===== src/hw/rtl/fbpa_pkg.sv =====
// Shared types and constants of the fixed block pool allocator.
package fbpa_pkg;

  localparam int unsigned SizeW    = 16;
  localparam int unsigned IbW      = 9;
  localparam int unsigned CfgIdxW  = 2;
  localparam int unsigned CfgDataW = 16;

  localparam logic [CfgIdxW-1:0] CFG_BLK_BYTES     = 2'd0;
  localparam logic [CfgIdxW-1:0] CFG_INITIAL_BLOCKS = 2'd1;

  localparam logic [SizeW-1:0] BLK_BYTES_RST     = 16'd64;
  localparam logic [IbW-1:0]   INITIAL_BLOCKS_RST = 9'd16;

  typedef enum logic {
    ACT_ALLOC = 1'b0,
    ACT_FREE  = 1'b1
  } action_e;

  typedef enum logic [2:0] {
    ST_OK            = 3'd0,
    ST_SIZE_MISMATCH = 3'd1,
    ST_ZERO_SIZE     = 3'd2,
    ST_FREE_RANGE    = 3'd3,
    ST_FREE_RESERVED = 3'd4,
    ST_EXHAUSTED     = 3'd5
  } status_e;

  // What the held request needs next
  typedef enum logic [1:0] {
    DEC_IMM  = 2'd0,
    DEC_POP  = 2'd1,
    DEC_GROW = 2'd2
  } dec_e;

  typedef enum logic [2:0] {
    S_SETUP  = 3'd0,
    S_INIT   = 3'd1,
    S_IDLE   = 3'd2,
    S_DECIDE = 3'd3,
    S_GROW   = 3'd4,
    S_POP    = 3'd5
  } state_e;

  typedef struct packed {
    logic take_item;
    logic setup_init;
    logic setup_grow;
    logic walk_step;
    logic walk_done;
    logic commit_imm;
    logic issue_read;
    logic commit_pop;
  } dp_cmd_t;

  typedef struct packed {
    logic cfg_rebuild;
    dec_e dec;
    logic walk_last;
    logic out_free;
  } dp_status_t;

endpackage


===== src/hw/rtl/fixed_block_pool_allocator_core.sv =====
// Top level of the fixed block pool allocator.
// Fixed-size block pool allocator with a LIFO free list of next links.
// Request channel (in_valid_i / in_stall_o): action_i 0 allocates a block of
// req_size_i bytes, 1 frees free_handle_i. A request is taken when valid is
// high and stall is low. Response channel (out_valid_o / out_stall_i) gives
// status_o and alloc_handle_o, one response per request, in order.
// A free or any rejected request answers straight from the decide state; an
// allocation from the list answers after the single link memory read of the
// head block. When the list is empty and the pool may grow, the doubling
// walk that links the new blocks above the old pool size runs before the pop.
// A new request is taken only in the idle state, entered once the previous response is written.
// At reset, and after every write of initial_blocks, the list is rebuilt by a
// walk over max(1, min(initial_blocks, MAX_BLOCKS)) blocks with stall high.
// A stalled response holds in the output register; the block finishes the
// next request up to its response and then waits for the register to empty.
// Configuration (cfg_valid_i / cfg_ready_o) is always ready: index 0 is the
// accepted block size in bytes, index 1 is initial_blocks; others are ignored.
module fixed_block_pool_allocator_core #(
  parameter  int unsigned MAX_BLOCKS = 256,
  localparam int unsigned HandleW    = $clog2(MAX_BLOCKS + 1)
) (
  input  logic                           clk_i,
  input  logic                           rst_ni,
  input  logic                           in_valid_i,
  output logic                           in_stall_o,
  input  logic                           action_i,
  input  logic [fbpa_pkg::SizeW-1:0]     req_size_i,
  input  logic [HandleW-1:0]             free_handle_i,
  output logic                           out_valid_o,
  input  logic                           out_stall_i,
  output logic [2:0]                     status_o,
  output logic [HandleW-1:0]             alloc_handle_o,
  input  logic                           cfg_valid_i,
  output logic                           cfg_ready_o,
  input  logic [fbpa_pkg::CfgIdxW-1:0]   cfg_index_i,
  input  logic [fbpa_pkg::CfgDataW-1:0]  cfg_data_i
);
  import fbpa_pkg::*;

  dp_cmd_t    cmd;
  dp_status_t stat;

  assign cfg_ready_o = 1'b1;

  fbpa_ctrl u_ctrl (
    .clk_i      (clk_i),
    .rst_ni     (rst_ni),
    .in_valid_i (in_valid_i),
    .in_stall_o (in_stall_o),
    .stat_i     (stat),
    .cmd_o      (cmd)
  );

  fbpa_dp #(
    .MAX_BLOCKS (MAX_BLOCKS)
  ) u_dp (
    .clk_i          (clk_i),
    .rst_ni         (rst_ni),
    .cmd_i          (cmd),
    .stat_o         (stat),
    .cfg_valid_i    (cfg_valid_i),
    .cfg_index_i    (cfg_index_i),
    .cfg_data_i     (cfg_data_i),
    .action_i       (action_i),
    .req_size_i     (req_size_i),
    .free_handle_i  (free_handle_i),
    .out_valid_o    (out_valid_o),
    .out_stall_i    (out_stall_i),
    .status_o       (status_o),
    .alloc_handle_o (alloc_handle_o)
  );

endmodule


===== src/hw/rtl/fbpa_ctrl.sv =====
// Sequencer of the pool allocator: list builds, request decode, pop and response.
module fbpa_ctrl (
  input  logic                 clk_i,
  input  logic                 rst_ni,
  input  logic                 in_valid_i,
  output logic                 in_stall_o,
  input  fbpa_pkg::dp_status_t stat_i,
  output fbpa_pkg::dp_cmd_t    cmd_o
);
  import fbpa_pkg::*;

  state_e state_q, state_d;

  always_ff @(posedge clk_i or negedge rst_ni) begin
    if (!rst_ni) begin
      state_q <= S_SETUP;
    end else begin
      state_q <= state_d;
    end
  end

  always_comb begin
    state_d = state_q;
    unique case (state_q)
      S_SETUP:  state_d = S_INIT;
      S_INIT: begin
        if (stat_i.walk_last) state_d = S_IDLE;
      end
      S_IDLE: begin
        if (in_valid_i) state_d = S_DECIDE;
      end
      S_DECIDE: begin
        unique case (stat_i.dec)
          DEC_POP:  state_d = S_POP;
          DEC_GROW: state_d = S_GROW;
          default: begin
            if (stat_i.out_free) state_d = S_IDLE;
          end
        endcase
      end
      S_GROW: begin
        if (stat_i.walk_last) state_d = S_DECIDE;
      end
      S_POP: begin
        if (stat_i.out_free) state_d = S_IDLE;
      end
      default:  state_d = S_SETUP;
    endcase
    // a write of the initial count restarts the build
    if (stat_i.cfg_rebuild) state_d = S_SETUP;
  end

  always_comb begin
    cmd_o      = '0;
    in_stall_o = 1'b1;
    unique case (state_q)
      S_SETUP: cmd_o.setup_init = 1'b1;
      S_INIT: begin
        cmd_o.walk_step = 1'b1;
        cmd_o.walk_done = stat_i.walk_last;
      end
      S_IDLE: begin
        in_stall_o      = 1'b0;
        cmd_o.take_item = in_valid_i;
      end
      S_DECIDE: begin
        unique case (stat_i.dec)
          DEC_POP:  cmd_o.issue_read = 1'b1;
          DEC_GROW: cmd_o.setup_grow = 1'b1;
          default:  cmd_o.commit_imm = stat_i.out_free;
        endcase
      end
      S_GROW: begin
        cmd_o.walk_step = 1'b1;
        cmd_o.walk_done = stat_i.walk_last;
      end
      S_POP: cmd_o.commit_pop = stat_i.out_free;
      default: ;
    endcase
  end

endmodule


===== src/hw/rtl/fbpa_dp.sv =====
// Datapath of the pool allocator: registers, link memory, decode and response register.
module fbpa_dp #(
  parameter  int unsigned MAX_BLOCKS = 256,
  localparam int unsigned HandleW    = $clog2(MAX_BLOCKS + 1)
) (
  input  logic                           clk_i,
  input  logic                           rst_ni,
  input  fbpa_pkg::dp_cmd_t              cmd_i,
  output fbpa_pkg::dp_status_t           stat_o,
  input  logic                           cfg_valid_i,
  input  logic [fbpa_pkg::CfgIdxW-1:0]   cfg_index_i,
  input  logic [fbpa_pkg::CfgDataW-1:0]  cfg_data_i,
  input  logic                           action_i,
  input  logic [fbpa_pkg::SizeW-1:0]     req_size_i,
  input  logic [HandleW-1:0]             free_handle_i,
  output logic                           out_valid_o,
  input  logic                           out_stall_i,
  output logic [2:0]                     status_o,
  output logic [HandleW-1:0]             alloc_handle_o
);
  import fbpa_pkg::*;

  localparam int unsigned AddrW = $clog2(MAX_BLOCKS);
  localparam int unsigned CmpW  = (HandleW + 1 > IbW) ? HandleW + 1 : IbW;
  localparam logic [CmpW-1:0]    MaxCmp  = CmpW'(MAX_BLOCKS);
  localparam logic [HandleW:0]   MaxGrow = (HandleW + 1)'(MAX_BLOCKS);
  localparam logic [HandleW-1:0] One     = HandleW'(1);

  logic [SizeW-1:0]   blk_bytes_q;
  logic [IbW-1:0]     init_blocks_q;
  action_e            act_q;
  logic [SizeW-1:0]   size_q;
  logic [HandleW-1:0] fh_q;
  logic [HandleW-1:0] head_q, active_q, base_q, top_q, walk_q;
  logic [HandleW-1:0] rdata_q;
  logic               out_valid_q;
  status_e            out_status_q;
  logic [HandleW-1:0] out_handle_q;

  logic [HandleW-1:0] mem [MAX_BLOCKS];

  logic [CmpW-1:0]    ib_ext;
  logic [HandleW-1:0] n_clamp;
  logic [HandleW:0]   grown;
  dec_e               dec;
  status_e            imm_status;
  logic               imm_push;
  logic               wr_en;
  logic [AddrW-1:0]   wr_addr, rd_addr;
  logic [HandleW-1:0] wr_data, head_m1, fh_m1, walk_p1;
  logic               out_free;

  // configuration registers, always ready
  always_ff @(posedge clk_i or negedge rst_ni) begin
    if (!rst_ni) begin
      blk_bytes_q   <= BLK_BYTES_RST;
      init_blocks_q <= INITIAL_BLOCKS_RST;
    end else if (cfg_valid_i) begin
      case (cfg_index_i)
        CFG_BLK_BYTES:      blk_bytes_q   <= cfg_data_i;
        CFG_INITIAL_BLOCKS: init_blocks_q <= cfg_data_i[IbW-1:0];
        default: ;
      endcase
    end
  end

  // zero acts as one, anything above the pool acts as the pool size
  assign ib_ext = CmpW'(init_blocks_q);
  always_comb begin
    if (ib_ext == '0) begin
      n_clamp = One;
    end else if (ib_ext > MaxCmp) begin
      n_clamp = HandleW'(MAX_BLOCKS);
    end else begin
      n_clamp = HandleW'(ib_ext);
    end
  end

  assign grown   = {active_q, 1'b0};
  assign head_m1 = head_q - One;
  assign fh_m1   = fh_q - One;
  assign walk_p1 = walk_q + One;

  always_comb begin
    dec        = DEC_IMM;
    imm_status = ST_OK;
    imm_push   = 1'b0;
    if (act_q == ACT_ALLOC) begin
      if (size_q == '0) begin
        imm_status = ST_ZERO_SIZE;
      end else if (size_q != blk_bytes_q) begin
        imm_status = ST_SIZE_MISMATCH;
      end else if (head_q != '0) begin
        dec = DEC_POP;
      end else if (grown > MaxGrow) begin
        imm_status = ST_EXHAUSTED;
      end else begin
        dec = DEC_GROW;
      end
    end else begin
      if (fh_q == '0) begin
        imm_status = ST_FREE_RESERVED;
      end else if (fh_q > active_q) begin
        imm_status = ST_FREE_RANGE;
      end else begin
        imm_push = 1'b1;
      end
    end
  end

  // request hold register
  always_ff @(posedge clk_i) begin
    if (cmd_i.take_item) begin
      act_q  <= action_e'(action_i);
      size_q <= req_size_i;
      fh_q   <= free_handle_i;
    end
  end

  // list head, pool size and build walk
  always_ff @(posedge clk_i or negedge rst_ni) begin
    if (!rst_ni) begin
      head_q   <= '0;
      active_q <= '0;
      base_q   <= '0;
      top_q    <= '0;
      walk_q   <= '0;
    end else begin
      if (cmd_i.setup_init) begin
        head_q   <= '0;
        active_q <= n_clamp;
        base_q   <= '0;
        top_q    <= n_clamp;
        walk_q   <= '0;
      end
      if (cmd_i.setup_grow) begin
        active_q <= grown[HandleW-1:0];
        base_q   <= active_q;
        top_q    <= grown[HandleW-1:0];
        walk_q   <= active_q;
      end
      if (cmd_i.walk_step) walk_q <= walk_p1;
      if (cmd_i.walk_done) head_q <= top_q;
      if (cmd_i.commit_imm && imm_push) head_q <= fh_q;
      if (cmd_i.commit_pop) head_q <= rdata_q;
    end
  end

  // block j links to handle j, the first block of a walk ends the list
  assign wr_en   = cmd_i.walk_step || (cmd_i.commit_imm && imm_push);
  assign wr_addr = cmd_i.walk_step ? walk_q[AddrW-1:0] : fh_m1[AddrW-1:0];
  assign wr_data = cmd_i.walk_step ? ((walk_q == base_q) ? '0 : walk_q) : head_q;
  assign rd_addr = head_m1[AddrW-1:0];

  always_ff @(posedge clk_i) begin
    if (wr_en) mem[wr_addr] <= wr_data;
    if (cmd_i.issue_read) rdata_q <= mem[rd_addr];
  end

  // response register
  assign out_free = !out_valid_q || !out_stall_i;

  always_ff @(posedge clk_i or negedge rst_ni) begin
    if (!rst_ni) begin
      out_valid_q <= 1'b0;
    end else if (cmd_i.commit_imm || cmd_i.commit_pop) begin
      out_valid_q <= 1'b1;
    end else if (!out_stall_i) begin
      out_valid_q <= 1'b0;
    end
  end

  always_ff @(posedge clk_i) begin
    if (cmd_i.commit_imm) begin
      out_status_q <= imm_status;
      out_handle_q <= '0;
    end else if (cmd_i.commit_pop) begin
      out_status_q <= ST_OK;
      out_handle_q <= head_q;
    end
  end

  assign out_valid_o    = out_valid_q;
  assign status_o       = out_status_q;
  assign alloc_handle_o = out_handle_q;

  assign stat_o.cfg_rebuild = cfg_valid_i && (cfg_index_i == CFG_INITIAL_BLOCKS);
  assign stat_o.dec         = dec;
  assign stat_o.walk_last   = (walk_p1 == top_q);
  assign stat_o.out_free    = out_free;

`ifndef NO_ASSERTIONS
  a_commit_slot: assert property (@(posedge clk_i) disable iff (!rst_ni)
    (cmd_i.commit_imm || cmd_i.commit_pop) |-> out_free)
    else $error("response written while the output register is occupied");
  a_commit_valid: assert property (@(posedge clk_i) disable iff (!rst_ni)
    (cmd_i.commit_imm || cmd_i.commit_pop) |=> out_valid_q)
    else $error("response lost after commit");
  a_head_range: assert property (@(posedge clk_i) disable iff (!rst_ni)
    head_q <= active_q)
    else $error("list head beyond the active pool");
  a_read_head: assert property (@(posedge clk_i) disable iff (!rst_ni)
    cmd_i.issue_read |-> (head_q != '0))
    else $error("pop from an empty list");
  a_pop_after_read: assert property (@(posedge clk_i) disable iff (!rst_ni)
    cmd_i.commit_pop |-> ($past(cmd_i.issue_read) || $past(cmd_i.commit_pop) ||
                          $past(out_valid_q && out_stall_i)))
    else $error("pop committed without a link read");
`endif

endmodule

===== config.mk =====
export PLATFORM = sky130hd
export DESIGN_NAME = fixed_block_pool_allocator_core
export DESIGN_NICKNAME = d
export VERILOG_FILES = /design/src/hw/rtl/fbpa_pkg.sv /design/src/hw/rtl/fixed_block_pool_allocator_core.sv /design/src/hw/rtl/fbpa_ctrl.sv /design/src/hw/rtl/fbpa_dp.sv
export SDC_FILE = /design/constraint.sdc
export NUM_CORES = 2
export LEC_CHECK = 0
export BUFFER_PORTS_ARGS = -buffer_cell sky130_fd_sc_hd__buf_2
export CAP_MARGIN = 5
export CORE_AREA = 4 4 528 530
export DETAILED_ROUTE_END_ITERATION = 8
export DIE_AREA = 0 0 532 534
export REMOVE_ABC_BUFFERS = 1
export SLEW_MARGIN = 10
export SYNTH_ARGS = -nofsm -noshare
export SYNTH_HDL_FRONTEND = slang
export SYNTH_SLANG_ARGS = --single-unit

===== constraint.sdc =====
create_clock -name clk_i -period 23.5 [get_ports clk_i]
set_clock_uncertainty 0.05 [all_clocks]
set_input_delay 3.525 -clock clk_i [delete_from_list [all_inputs] [get_ports clk_i]]
set_output_delay 3.525 -clock clk_i [all_outputs]
set_load 0.01 [all_outputs]

==> flow_metrics.py <==
metrics = {
    "run_status": {
        "status": "complete, no violations",
    },
    "detailed_routing": {
        "detail_route.wl_per_cell_um": 28.53,
        "vias": 46790,
        "wirelength_mm": 242.3,
        "drc_errors": 0,
        "ant_nets": 0,
        "routed_via_density": 5.509,
        "drtIter0Drc": 6201,
        "first_pass_iters": 8,
    },
    "finish": {
        "nNetsFinal": 4765,
        "final_common_cell": "edfxtp_1",
        "fillCellCount": 23960,
        "drive_gt1_share_pct": 27.88,
        "area.growth.synth_to_final_pct": 13.00,
        "mostFrequentLayoutCells": "2342 x edfxtp_1, 594 x mux4_2, 303 x nor2_1, 235 x clkbuf_16, 220 x nand2_1",
    },
    "worst_setup_path": {
        "end_kind": "register",
        "reg2reg_depth": 10,
        "worst-setup-path-type": "register to register",
        "start_kind": "register",
        "startpoint": "u_dp.head_q[0]$_DFFE_PN0P_",
        "critical_path_required_ns": 24.01,
        "crit_cells": 10,
        "cp_common_cell": "buf_4",
        "crit_chain": "buf_12 -> buf_4 -> buf_4 -> buf_4 -> mux4_2 -> mux2_2 -> a222oi_1 -> o21ai_0 -> nor3_1 -> a2111oi_1",
        "slowest_stage": "dfrtp_4",
        "crit-reg2reg-launch": "u_dp.head_q[0]$_DFFE_PN0P_",
        "crit_fanout": 113,
        "cp.arrival_ns": 7.30,
        "critical-path-top-delay-family": "buffers and inverters",
        "path_buf_inv": 4,
        "cp_slowest_stage_delay_ns": 1.01,
    },
    "logic_synthesis": {
        "synth.avg_cell_area_sq_um": 20.88,
        "ys_types": 85,
        "async_flop_share_pct": 2.690,
        "synth-main-ff-cell": "edfxtp_1",
        "synth_seq_cells": 2416,
        "synth_warnings": 0,
        "yosysSeqAreaShare_pct": 75.38,
        "syn_inst": 4583,
        "synth_edf_count": 2342,
        "netlist_area_sq_um": 95700,
    },
    "die": {
        "dieWidth_um": 532,
        "rows": 192,
        "start_util_pct": 35.01,
        "dieHeight_um": 534,
        "die-area_sq_um": 284100,
        "pin_count": 64,
        "coreArea_sq_um": 273400,
    },
    "sta": {
        "hold_violations": 0,
        "post-route-min-period_ns": 6.785,
        "tightest_slew_ns": 1.204,
        "relSlewSlack_pct": 19.71,
        "setup_slack_ns": 16.72,
        "rsz0062_at_grt": "no",
        "period_share_pct": 28.87,
        "drv_slew": 0,
        "setup_tns_ns": 0,
        "timing.fmax_mhz": 147.4,
        "finalSetupViolCount": 0,
    },
    "min_path": {
        "min_delay_path_depth": 2,
        "min_path_type": "register to register",
        "holdCritStartpoint": "u_dp.alloc_handle_o[1]$_SDFFE_PP0P_",
    },
    "grt": {
        "antenna_found_initial": 13,
        "grt_pass1_wl_mm": 346.7,
        "grt_max_degree": 188,
        "grt_usage_pct": 16.73,
        "overflow": 0,
        "grt_pass1_vias": 46570,
    },
    "clock_tree": {
        "cts_buffer_depth": 3,
        "clock_latency_ns": 0.88,
        "clkSlewWorstSetupHoldPaths_ns": 0.06,
        "cts_max_level": 4,
        "cts_made_buffers": 235,
        "ctsHoldBuffers": 0,
        "post_cts_buffers": 0,
        "post_cts_resized": 0,
        "cts_tree": "done",
        "clock-sinks": 2416,
        "cts_root_buf": "clkbuf_16",
    },
    "place": {
        "gp_congestion": 0.8589,
        "pre_cts_ws_ns": 16.35,
        "io_buffers": 62,
        "hpwl_mm": 145.0,
    },
    "pwr": {
        "irDropWorstVdd_mv": 0.2149,
        "p_total_mw": 16.14,
        "power_density_nw_per_um2": 149.3,
        "leakage_nw": 33.70,
    },
    "job": {
        "drv_cap": 0,
    },
}
## Yosys cell counts, types with 21 or more instances
master | n | area, sq um
a21oi_1 | 34 | 170.2
xor2_1 | 24 | 210.2
a221oi_1 | 36 | 315.3
buf_4 | 27 | 202.7
mux2i_1 | 82 | 820.8
nor2_1 | 310 | 1164
clkbuf_1 | 113 | 424.2
edfxtp_1 | 2342 | 70330
inv_1 | 23 | 86.33
o21ai_0 | 47 | 235.2
nor3_1 | 34 | 170.2
mux4_2 | 594 | 13380
dfrtp_1 | 63 | 1577
buf_1 | 21 | 78.83
mux2_2 | 195 | 2196
buf_2 | 75 | 375.4
a222oi_1 | 37 | 370.4
nand2_1 | 220 | 825.8
## power breakdown
part	total [mW]	internal, mW	switching (mW)
Sequential	5.51	5.39	0.118
Combinational	6.79	2.48	4.31
Clock	3.84	2.21	1.64
## metal layers
layer | share of wire [%] | up-vias | global-route usage (%)
met5 | 0.0099 | - | 0
met4 | 3.2 | 4 | 5.356
met3 | 8.5 | 371 | 3.319
met2 | 47 | 2276 | 26.12
met1 | 41 | 24880 | 23.66
li1 | - | 19260 | -
## worst min-delay path, delay by kind of cell (launching register included)
family          cells  cell delay, ns
flops               1            0.31
simple gates        1            0.05
compound gates      1            0.05
## flip-flops by register name, indices dropped and copies added (netlist names)
signal	flops
u_ctrl.state_q	3
u_dp.size_q	16
u_dp.base_q	9
u_dp.fh_q	9
u_dp.act_q	1
u_dp.status_o	3
u_dp.top_q	9
u_dp.init_blocks_q	9
u_dp.alloc_handle_o	9
u_dp.head_q	9
u_dp.walk_q	9
u_dp.blk_bytes_q	16
u_dp.rdata_q	9
u_dp.out_valid_o	1
u_dp.mem	2304
## logic make-up after synthesis
| kind of cell | synth area share [%] |
|---|---|
| buf+inv | 1.476 |
| mux | 17.13 |
| xor+xnor | 0.3922 |
| simple gates | 3.080 |
| fa+ha+maj | 0.1961 |
| flops | 75.38 |
| compound gates | 2.342 |
| other cells | 0.003919 |
## metrics by stage
step | instance area (sq um) | hold slack [ns] | cells | utilization (%)
final | 108100 | 0.4040 | 8494 | 39.56
after floorplan | 94380 | 0.4165 | 4325 | -
after global placement | 100200 | 0.3949 | 8053 | 36.64
after global routing | 108100 | 0.4364 | 8494 | 39.56
after detailed placement | 100200 | 0.3966 | 8053 | 36.64
after CTS | 108100 | 0.4050 | 8493 | 39.55
## final cells by class
class / instances / area, sq um / area share [%]
Sequential cell: 2416 / 72140 / 66.71
Multi-Input combinational cell: 1885 / 22420 / 20.74
Clock buffer: 270 / 6012 / 5.559
Tap cell: 3589 / 4491 / 4.153
Clock inverter: 170 / 1943 / 1.797
Timing Repair Buffer: 139 / 1039 / 0.9603
Inverter: 24 / 90.09 / 0.08330
Antenna cell: 1 / 2.502 / 0.002314
## worst paths after layout
path | endpoint | slack [ns]
min in group asynchronous | u_dp.blk_bytes_q[13]$_DFFE_PN0P_ | 2.80
hold / removal | u_dp.alloc_handle_o[1]$_SDFFE_PP0P_ | 0.40
setup reg to reg | u_dp.rdata_q[7]$_DFFE_PP_ | 16.72
max in group asynchronous | u_dp.head_q[0]$_DFFE_PN0P_ | 19.96
hold reg to reg | u_dp.alloc_handle_o[1]$_SDFFE_PP0P_ | 0.40
setup / recovery | u_dp.rdata_q[7]$_DFFE_PP_ | 16.72
No activity file was read; power rests on OpenSTA's default activity.
